<file path="config.mk">
export PLATFORM = sky130hd
export DESIGN_NAME = bf5_mean
export DESIGN_NICKNAME = d
export VERILOG_FILES = /design/src/hdl/bf5_pkg.sv /design/src/hdl/bf5_mean.sv
export SDC_FILE = /design/constraint.sdc
export NUM_CORES = 1
export LEC_CHECK = 0
export ABC_CLOCK_PERIOD_IN_PS = 5950
export BUFFER_PORTS_ARGS = -buffer_cell sky130_fd_sc_hd__buf_4
export CORE_MARGIN = 1.5
export CORE_UTILIZATION = 39
export CTS_CLUSTER_DIAMETER = 60
export CTS_CLUSTER_SIZE = 28
export DETAILED_ROUTE_END_ITERATION = 7
export PLACE_DENSITY = 0.53
export SETUP_SLACK_MARGIN = 0.4
export SYNTH_ARGS = -nofsm -noshare
export SYNTH_HDL_FRONTEND = slang
export SYNTH_SLANG_ARGS = --single-unit
</file>
<file path="constraint.sdc">
create_clock -name clk -period 5.95 [get_ports clk]
set_clock_uncertainty 0.15 [all_clocks]
set_input_delay 0.595 -clock clk [delete_from_list [all_inputs] [get_ports clk]]
set_output_delay 0.595 -clock clk [all_outputs]
set_load 0.01 [all_outputs]
</file>
<file path="src/hdl/bf5_pkg.sv">
// Shared types and constants for the 5x5 RGB box filter.
package bf5_pkg;

	// Pixel and window geometry
	localparam int PIX_W    = 8;
	localparam int WIN      = 5;
	localparam int LINES    = WIN - 1;
	localparam int COLSUM_W = 11;  // five 8-bit values
	localparam int SUM_W    = 13;  // twenty-five 8-bit values

	// floor(x / 25) == (x * 5243) >> 17 for every x up to 25 * 255
	localparam int RECIP_W     = 13;
	localparam logic [RECIP_W-1:0] RECIP = 13'd5243;
	localparam int RECIP_SHIFT = 17;

	// Configuration port
	localparam int CFG_IDX_W  = 2;
	localparam int CFG_DATA_W = 16;
	localparam int WIDTH_W    = 11;
	localparam int HEIGHT_W   = 16;
	localparam int ROW_W      = 17;

	localparam logic [CFG_IDX_W-1:0] REG_IMAGE_WIDTH  = 2'd0;
	localparam logic [CFG_IDX_W-1:0] REG_IMAGE_HEIGHT = 2'd1;

	localparam logic [WIDTH_W-1:0]  WIDTH_RESET  = 11'd1024;
	localparam logic [HEIGHT_W-1:0] HEIGHT_RESET = 16'd1024;

	typedef struct packed {
		logic [PIX_W-1:0] r;
		logic [PIX_W-1:0] g;
		logic [PIX_W-1:0] b;
	} pix_t;

	// One column of the four line stores, index 0 is the oldest row
	typedef pix_t [LINES-1:0] line_t;

	typedef logic [SUM_W-1:0] sum_t;

	// Stage advance strobes for the window/sum datapath
	typedef struct packed {
		logic win_shift;  // new column enters the window
		logic sum_load;   // window total is registered
	} bf5_adv_t;

endpackage

</file>
<file path="src/hdl/bf5_mean.sv">
// Divide the three window totals by 25 with a reciprocal multiply.
module bf5_mean (
	input  logic                           clk,
	input  logic                           load,
	input  bf5_pkg::sum_t                  red_sum,
	input  bf5_pkg::sum_t                  green_sum,
	input  bf5_pkg::sum_t                  blue_sum,
	output logic [bf5_pkg::PIX_W-1:0]      red_mean_q,
	output logic [bf5_pkg::PIX_W-1:0]      green_mean_q,
	output logic [bf5_pkg::PIX_W-1:0]      blue_mean_q
);
	import bf5_pkg::*;

	localparam int PROD_W = SUM_W + RECIP_W;

	logic [PROD_W-1:0] r_prod, g_prod, b_prod;

	assign r_prod = PROD_W'(red_sum) * PROD_W'(RECIP);
	assign g_prod = PROD_W'(green_sum) * PROD_W'(RECIP);
	assign b_prod = PROD_W'(blue_sum) * PROD_W'(RECIP);

	// quotient sits above the reciprocal's fraction bits
	always_ff @(posedge clk) begin
		if (load) begin
			red_mean_q   <= r_prod[RECIP_SHIFT +: PIX_W];
			green_mean_q <= g_prod[RECIP_SHIFT +: PIX_W];
			blue_mean_q  <= b_prod[RECIP_SHIFT +: PIX_W];
		end
	end

endmodule

</file>
==> flow_metrics.py <==
metrics = {
    "status": {
        "status": "finished clean",
    },
    "logic_synthesis": {
        "synth-async-reset-ratio": 0,
        "ys_ff_latch": 24,
        "yosys_most_used_dff": "edfxtp_1",
        "synth_edf_count": 24,
        "avgSynthCellArea_um2": 10.4,
        "syn_nets": 1428,
        "synth_seq_area_share": 0.0731,
        "ys_top_cells_by_area": "ha_1, fa_1, inv_1",
        "ys_types": 47,
        "netlist.area_leader.share": 0.343,
        "synth_top_area_cell": "ha_1",
        "syn_inst": 949,
        "synth_area_um2": 9860,
        "yosys_warnings": 0,
    },
    "power_and_ir_drop": {
        "power_leakage_nw": 5.98,
        "ir_worst_vdd_v": 0.000414,
        "p_per_area_nw_per_um2": 396,
    },
    "timing": {
        "max_freq_ghz": 0.198,
        "rsz0062_at_grt": "false",
        "maxSlewViolCount": 0,
        "relSlewSlack": 0.633,
        "finalHoldViolations": 0,
        "fin_tns_setup_ns": 0,
        "worst_pin_slew_ns": 0.551,
        "period_minus_slack_ns": 5.05,
        "finalSetupViolCount": 0,
        "fin_crit_sh": 0.849,
    },
    "floorplan": {
        "rows": 58,
        "design.core.area_um2": 25000,
        "die_area_um2": 26200,
        "io_pins": 65,
        "initial_core_util": 0.395,
        "die_y_um": 162,
        "die_w_um": 162,
    },
    "clock_network": {
        "cts_resized": 0,
        "cts-root-buf": "clkbuf_16",
        "postCtsSetupBuffers": 0,
        "cts_tree": "built",
        "path_clk_slew_ns": 0.07,
        "ctsHoldBuffers": 0,
        "clock_sinks": 24,
        "ctsHtreeMaxLevel": 1,
        "cts_buffers": 3,
        "clk_path_buf_depth": 2,
    },
    "routing": {
        "ant_nets": 0,
        "detail_route.wl_per_cell_um": 14.2,
        "drt_pass1_iterations": 4,
        "drt_iter0_markers": 179,
        "wirelength_um": 19200,
        "via_per_inst": 4.68,
        "vias": 6310,
        "drc": 0,
    },
    "finish": {
        "fillers": 2462,
        "drive_above_1_share": 0.0737,
        "fin_area_um2": 10900,
        "nNetsFinal": 1497,
        "area_delta_synth_final_pct": 10.1,
        "num_antenna_cells": 0,
        "layout_common_cells": "inv_1, ha_1, fa_1, buf_4, a21oi_1",
        "final_common_cell": "inv_1",
    },
    "worst_hold_path": {
        "hold_depth": 1,
        "holdCritStartpoint": "load",
        "min_to": "red_mean_q[5]",
        "hold_path.class": "in -> reg",
    },
    "global_routing": {
        "grt_util_all_layers": 0.162,
        "grt_pass1_vias": 7025,
        "grt_overflow": 0,
        "antenna_found_initial": 0,
        "grt_pass1_wl_um": 34100,
        "grt_max_degree": 25,
    },
    "setup_path": {
        "slowest_delay_ns": 0.53,
        "crit_buf_inv": 5,
        "path_max_fanout": 6,
        "crit_path_top_delay_cell": "fa_1",
        "end_kind": "register",
        "critical-path-top-delay-family": "adder cells",
        "arrival_ns": 4.92,
        "required_ns": 5.82,
        "crit_type": "in -> reg",
        "startpoint_type": "primary input",
        "worstPathCellList": "buf_4, fa_1, ha_1, inv_1, fa_1, inv_1, fa_1, inv_1, fa_1, inv_1, ha_1, nand4_1, nor3_1, nor3b_1, nor4_2, a21oi_2, a21oi_1, xnor2_1",
    },
    "placed_design": {
        "gp_congestion": 0.847,
        "port_buffers": 64,
        "dpl_cell_area_um2": 10800,
        "post-dp-hpwl_um": 17900,
    },
    "job": {
        "cap_viol_max_count": 0,
    },
}
## flip-flops by register name (all words and copies together) (netlist names)
name          flops
blue_mean_q       8
green_mean_q      8
red_mean_q        8
## logic make-up after synthesis
logic type | Yosys count | share of synthesized area
compound gates | 104 | 0.0726
xor+xnor | 30 | 0.0266
buf+inv | 290 | 0.110
simple gates | 63 | 0.0335
fa+ha+maj | 438 | 0.684
flops | 24 | 0.0731
## through the flow
stage	hold slack, ns	utilization	total power, mW	setup WS, ns	cells
finish	0.610	0.435	4.29	0.898	1347
global placement	0.865	0.431	4.10	0.664	1343
CTS	0.611	0.435	4.36	0.894	1347
detailed placement	0.854	0.431	4.10	0.615	1343
global route	0.612	0.435	4.94	0.549	1347
floorplan	0.557	-	3.14	1.02	949
## cell usage after synthesis, types with 8 or more instances
library cell	count
a21o_1	13
inv_1	290
edfxtp_1	24
ha_1	270
a21oi_1	29
o21a_1	8
o21ai_0	13
xnor2_1	24
nor2_1	10
nand2_1	19
nand4_1	9
fa_1	168
## per-layer routing
| layer | part of all wire | GRT usage |
|---|---|---|
| met1 | 0.49 | 0.225 |
| met5 | 0 | 0 |
| met4 | 0.0072 | 0.0158 |
| met2 | 0.48 | 0.282 |
| met3 | 0.023 | 0.0146 |
## power breakdown
part           total (mW)  internal (mW)  switching [mW]  leakage [nW]
clock               0.201          0.134          0.0665        0.0511
sequential          0.379          0.348          0.0304         0.235
combinational        3.71           1.66            2.06          5.69
total                4.29           2.14            2.15          5.98
## layout make-up
type,count,area [µm²],area share
Clock inverter,1,30.0,0.00277
Tap cell,330,413,0.0380
Inverter,290,1090,0.100
Multi-Input combinational cell,635,8050,0.741
Sequential cell,24,721,0.0664
Clock buffer,3,75.1,0.00691
Timing Repair Buffer,64,480,0.0442
## worst max path at each step
stage / endpoint / cells after the start / slack (ns) / from
2_1_floorplan: red_mean_q[4] / 17 / 1.02 / red_sum[9]
3_3_place_gp: red_mean_q[4] / 18 / 0.66 / red_sum[10]
3_5_place_dp: red_mean_q[4] / 18 / 0.61 / red_sum[10]
4_1_cts: green_mean_q[6] / 18 / 0.89 / green_sum[9]
5_1_grt: green_mean_q[6] / 18 / 0.55 / green_sum[9]
6_report: green_mean_q[6] / 18 / 0.90 / green_sum[9]
Note: power is estimated with default switching activity, not from simulation.
