`src/hdl/bf5_pkg.sv`:
```
// Shared types and constants for the 5x5 RGB box filter.
package bf5_pkg;

	// Pixel and window geometry
	localparam int PIX_W    = 8;
	localparam int WIN      = 5;
	localparam int LINES    = WIN - 1;
	localparam int COLSUM_W = 11;  // five 8-bit values
	localparam int SUM_W    = 13;  // twenty-five 8-bit values

	// floor(x / 25) == (x * 5243) >> 17 for every x up to 25 * 255
	localparam int RECIP_W     = 13;
	localparam logic [RECIP_W-1:0] RECIP = 13'd5243;
	localparam int RECIP_SHIFT = 17;

	// Configuration port
	localparam int CFG_IDX_W  = 2;
	localparam int CFG_DATA_W = 16;
	localparam int WIDTH_W    = 11;
	localparam int HEIGHT_W   = 16;
	localparam int ROW_W      = 17;

	localparam logic [CFG_IDX_W-1:0] REG_IMAGE_WIDTH  = 2'd0;
	localparam logic [CFG_IDX_W-1:0] REG_IMAGE_HEIGHT = 2'd1;

	localparam logic [WIDTH_W-1:0]  WIDTH_RESET  = 11'd1024;
	localparam logic [HEIGHT_W-1:0] HEIGHT_RESET = 16'd1024;

	typedef struct packed {
		logic [PIX_W-1:0] r;
		logic [PIX_W-1:0] g;
		logic [PIX_W-1:0] b;
	} pix_t;

	// One column of the four line stores, index 0 is the oldest row
	typedef pix_t [LINES-1:0] line_t;

	typedef logic [SUM_W-1:0] sum_t;

	// Stage advance strobes for the window/sum datapath
	typedef struct packed {
		logic win_shift;  // new column enters the window
		logic sum_load;   // window total is registered
	} bf5_adv_t;

endpackage

```
`src/hdl/bf5_window.sv`:
```
// Sliding 5x5 window kept as five column sums per channel, plus window total.
module bf5_window (
	input  logic                  clk,
	input  bf5_pkg::bf5_adv_t     adv,
	input  bf5_pkg::line_t        lines,
	input  bf5_pkg::pix_t         pix,
	output bf5_pkg::sum_t         red_sum_s3,
	output bf5_pkg::sum_t         green_sum_s3,
	output bf5_pkg::sum_t         blue_sum_s3
);
	import bf5_pkg::*;

	logic [COLSUM_W-1:0] r_col_q [WIN];
	logic [COLSUM_W-1:0] g_col_q [WIN];
	logic [COLSUM_W-1:0] b_col_q [WIN];
	logic [COLSUM_W-1:0] r_new, g_new, b_new;
	sum_t                r_tot, g_tot, b_tot;

	// sum of the incoming column: four stored rows and the new pixel
	always_comb begin
		r_new = COLSUM_W'(pix.r);
		g_new = COLSUM_W'(pix.g);
		b_new = COLSUM_W'(pix.b);
		for (int k = 0; k < LINES; k++) begin
			r_new = r_new + COLSUM_W'(lines[k].r);
			g_new = g_new + COLSUM_W'(lines[k].g);
			b_new = b_new + COLSUM_W'(lines[k].b);
		end
	end

	// shift the window left by one column
	always_ff @(posedge clk) begin
		if (adv.win_shift) begin
			for (int j = 0; j < WIN - 1; j++) begin
				r_col_q[j] <= r_col_q[j+1];
				g_col_q[j] <= g_col_q[j+1];
				b_col_q[j] <= b_col_q[j+1];
			end
			r_col_q[WIN-1] <= r_new;
			g_col_q[WIN-1] <= g_new;
			b_col_q[WIN-1] <= b_new;
		end
	end

	// window total over the five column sums
	always_comb begin
		r_tot = '0;
		g_tot = '0;
		b_tot = '0;
		for (int j = 0; j < WIN; j++) begin
			r_tot = r_tot + SUM_W'(r_col_q[j]);
			g_tot = g_tot + SUM_W'(g_col_q[j]);
			b_tot = b_tot + SUM_W'(b_col_q[j]);
		end
	end

	always_ff @(posedge clk) begin
		if (adv.sum_load) begin
			red_sum_s3   <= r_tot;
			green_sum_s3 <= g_tot;
			blue_sum_s3  <= b_tot;
		end
	end

endmodule

```
`config.mk`:
```
export PLATFORM = sky130hd
export DESIGN_NAME = bf5_window
export DESIGN_NICKNAME = d
export VERILOG_FILES = /design/src/hdl/bf5_pkg.sv /design/src/hdl/bf5_window.sv
export SDC_FILE = /design/constraint.sdc
export NUM_CORES = 1
export LEC_CHECK = 0
export ABC_CLOCK_PERIOD_IN_PS = 6420
export BUFFER_PORTS_ARGS = -buffer_cell sky130_fd_sc_hd__buf_2
export CAP_MARGIN = 20
export CORE_ASPECT_RATIO = 1.75
export CORE_MARGIN = 5
export CORE_UTILIZATION = 55
export DETAILED_ROUTE_END_ITERATION = 8
export PLACE_DENSITY = 0.76
export SLEW_MARGIN = 10
export SYNTH_ARGS = -nofsm -noshare
export SYNTH_HDL_FRONTEND = slang
export SYNTH_SLANG_ARGS = --single-unit
```
`constraint.sdc`:
```
create_clock -name clk -period 6.42 [get_ports clk]
set_clock_uncertainty 0.05 [all_clocks]
set_input_delay 0.642 -clock clk [delete_from_list [all_inputs] [get_ports clk]]
set_output_delay 0.642 -clock clk [all_outputs]
set_load 0.01 [all_outputs]
```
==> results.txt <==
----------------------------------------------------
[Status]
  Result of the run ... complete, no violations

[Setup path]
  Launching instance or port of the critical path ... r_col_q[2][1]$_DFFE_PP_
  Setup crit end kind ... flip-flop
  Required time at the worst-slack endpoint ... 6.60 ns
  Kind of critical path ... reg -> reg
  Crit-path slowest cell ... sky130_fd_sc_hd__fa_1
  Worst path cell trace ... inv_1 -> fa_1 -> fa_1 -> fa_1 -> inv_1 -> ha_1 -> fa_1 -> a211oi_1 -> o21bai_1 -> a2111oi_0 -> nor3_1 -> xor2_1
  Largest stage delay on the critical path ... 0.49 ns
  Critical register-to-register path startpoint ... r_col_q[2][1]$_DFFE_PP_
  Most used cell along the critical path ... sky130_fd_sc_hd__fa_1
  Category of cells accounting for the largest share of critical-path delay ... adder cells
  CP Max Fanout ... 3
  Worst Path Buf+Inv ... 2
  Critical path startpoint category ... flip-flop
  Worst EP arrival ... 4.30 ns

[Floorplanning]
  Die Width ... 130 µm
  Overall die area ... 28400 µm²
  Floorplan die height ... 219 µm
  Initial cell density of the core ... 0.559
  Top-level port count ... 162
  Site Rows ... 76
  Placeable core region ... 24600 µm²

[Layout]
  Layout cell share with drive strength beyond 1 ... 0.149
  Most common cell after layout, fill and taps aside ... sky130_fd_sc_hd__inv_1
  Leading cell types in the layout, fill and taps excluded ... sky130_fd_sc_hd__inv_1, sky130_fd_sc_hd__edfxtp_1, sky130_fd_sc_hd__fa_1
  Layout Cell Area excl Fill ... 15600 µm²
  Fillers ... 1918
  Number of nets in the final layout ... 1709
  Area delta synth->final ... 13.3%

[Synthesis]
  Share of Yosys cell area claimed by the top area cell type ... 0.445
  Post-synthesis sequential element count ... 204
  Cell count after synthesis ... 1165
  Fraction of the mapped netlist area in compound gates ... 0.0580
  Most used flip-flop cell after synthesis ... sky130_fd_sc_hd__edfxtp_1
  Post-synth EDFFs ... 204
  Count of cell types in the netlist ... 39
  Leading cell types by total area after synthesis ... sky130_fd_sc_hd__edfxtp_1, sky130_fd_sc_hd__fa_1, sky130_fd_sc_hd__inv_1
  Dominant combinational cell family by area after synthesis ... adder cells
  Share of flip-flops with an asynchronous set or reset after synthesis ... 0
  Adder and majority gate portion of the synthesized area ... 0.308
  Mean area per synthesized cell ... 11.8 µm²
  Post-synth design cell area ... 13800 µm²
  Post-Synthesis Net Count ... 1528
  Xor/xnor cell area share of the yosys netlist ... 0.0267
  Sequential area share after synthesis ... 0.445
  Number of synthesis warnings ... 0
  Proportion of synthesized area in mux cells ... 0
  Fraction of the mapped netlist area in simple logic gates ... 0.0263
  Largest area contributor in the netlist ... sky130_fd_sc_hd__edfxtp_1

[Worst hold path]
  Startpoint of the tightest hold check path ... g_col_q[0][30]$_DFFE_PP_
  Worst min-delay path category ... reg -> reg

[Clocking]
  CTS Buf Count ... 19
  TritonCTS clock tree ... done
  Number of hold-repair buffers added at the cts stage ... 0
  Gates resized, CTS repair ... 0
  Clock tree sinks ... 204
  Post-CTS setup buffers ... 0
  Clock slew at reported path FFs ... 0.07 ns
  Later-pin clock latency in the skew report ... 0.49 ns
  Maximum root-to-sink buffer count ... 3
  Number of levels the H-tree was split into ... 1
  Buffer type at the clock tree root ... sky130_fd_sc_hd__clkbuf_16

[Timing]
  Worst hold margin ... 0.390 ns
  Minimum period implied by the final worst setup slack ... 4.13 ns
  Portion of the clock cycle consumed by the worst path in the final layout ... 0.643
  Slew of the pin with the lowest slew margin ... 1.00 ns
  Max Slew Vio Count ... 0
  Setup TNS ... 0 ns
  RSZ-0062 raised after global routing ... no
  Setup-failing EPs final ... 0
  Relative max-transition margin ... 0.333
  Achievable Freq ... 242 MHz
  Final count of hold timing violations ... 0

[Global routing]
  Number of antenna violations at the first check in global routing ... 0
  Pin count of the biggest net entering global routing ... 99
  Total Routing Usage GR ... 0.162
  Via count of the first global-routing pass ... 8771
  Wire length of the first global-routing pass ... 37400 µm
  Grt ovf ... 0

[Place]
  Cell area after placement ... 15000 µm²
  Final weighted congestion in routability-driven placement ... 0.838
  Detailed placer's ending HPWL ... 18000 µm
  Count of buffers from port buffering ... 161

[Drt]
  Number of remaining DRC errors ... 0
  Post-route ant nets ... 0
  Vias/cell ... 4.78
  Detail-routed net length per standard cell ... 13.2 µm
  Number of iterations in the first detailed-routing pass ... 5
  Detailed-route via count ... 7997
  Total Wirelength ... 22100 µm
  Number of violations reported at the end of detailed-routing iteration 0 ... 227

[Power and ir drop]
  Worst vdd ir ... 300 µV
  Cell leakage power ... 7.90 nW
  Power density over the cells ... 580 nW/µm²
  Total power after layout ... 9.05 mW

[Run]
  Max capacitance violation total ... 0

----------------------------------------------------
-- final timing paths --
check / end / slack, ns / cells after the start
hold / removal: g_col_q[0][19]$_DFFE_PP_ / 0.39 / 0
setup / recovery: red_sum_s3[9]$_DFFE_PP_ / 2.29 / 12
hold reg to reg: g_col_q[0][19]$_DFFE_PP_ / 0.39 / 0
setup reg to reg: red_sum_s3[9]$_DFFE_PP_ / 2.29 / 12
-- cells by family (layout without fill, tap and decap cells) --
logic type	Yosys count	after routing
adders and majority gates	240	240
DFF	204	204
buffers and inverters	497	691
other	0	1
and+or+nand+nor	70	70
xor gates and xnor gates	42	42
AOI/OAI and AO/OA	112	112
-- flip-flops by register name, summed over array words and instances (netlist names) --
signal and flops:
b_col_q 55, g_col_q 55, r_col_q 55, blue_sum_s3 13, green_sum_s3 13, red_sum_s3 13
-- Yosys cell counts, types with 3 or more instances --
master,number
sky130_fd_sc_hd__xor2_1,13
sky130_fd_sc_hd__nor2b_1,4
sky130_fd_sc_hd__o31a_1,6
sky130_fd_sc_hd__o21bai_1,3
sky130_fd_sc_hd__edfxtp_1,204
sky130_fd_sc_hd__nand2_1,6
sky130_fd_sc_hd__nor4_1,3
sky130_fd_sc_hd__nor3_1,4
sky130_fd_sc_hd__a21o_1,11
sky130_fd_sc_hd__ha_1,75
sky130_fd_sc_hd__a211oi_1,9
sky130_fd_sc_hd__o311a_1,3
sky130_fd_sc_hd__nand2b_1,3
sky130_fd_sc_hd__o21ai_0,20
sky130_fd_sc_hd__and2_1,4
sky130_fd_sc_hd__or3_1,3
sky130_fd_sc_hd__o22ai_1,3
sky130_fd_sc_hd__o21a_1,11
sky130_fd_sc_hd__nand4_1,7
sky130_fd_sc_hd__nand3_1,5
sky130_fd_sc_hd__or2_2,3
sky130_fd_sc_hd__nor2_1,24
sky130_fd_sc_hd__inv_1,495
sky130_fd_sc_hd__a21oi_1,28
sky130_fd_sc_hd__a2111oi_0,3
sky130_fd_sc_hd__o31ai_1,3
sky130_fd_sc_hd__xnor2_1,29
sky130_fd_sc_hd__fa_1,165
-- per-layer routing --
layer  global-route usage  share of wire  wire (µm)  vias to the layer above
met5                    0              0          0                        -
met4               0.0513          0.023        506                        0
met3               0.0192          0.039        858                       32
met2                0.315           0.58      12700                      131
li1                     -              -          -                     3861
met1                0.179           0.36       8000                     3973
-- metrics by stage --
step	worst slack (ns)	std cells	utilization
2_1_floorplan	2.57	1165	-
3_3_place_gp	2.40	1637	0.608
3_5_place_dp	2.32	1637	0.608
4_1_cts	2.30	1671	0.633
5_1_grt	2.03	1671	0.633
6_report	2.29	1672	0.633
-- final cells by class --
| cell class | instances | area (µm²) | area share |
|---|---|---|---|
| diodes | 1 | 2.50 | 0.000161 |
| flip-flops and latches | 204 | 6130 | 0.393 |
| clock buffers | 22 | 487 | 0.0312 |
| clock inverters | 12 | 135 | 0.00867 |
| repair buffers | 162 | 820 | 0.0526 |
| multi-input cells | 464 | 5770 | 0.370 |
| inverters | 495 | 1860 | 0.119 |
| well taps | 312 | 390 | 0.0250 |
-- power breakdown --
| group | leakage [nW] | switching, mW | internal [mW] | total (mW) |
|---|---|---|---|---|
| combinational | 5.59 | 3.08 | 2.39 | 5.48 |
| sequential | 2.00 | 0.163 | 2.26 | 2.43 |
| clock | 0.309 | 0.474 | 0.667 | 1.14 |
Note: power is estimated with default switching activity, not from simulation.
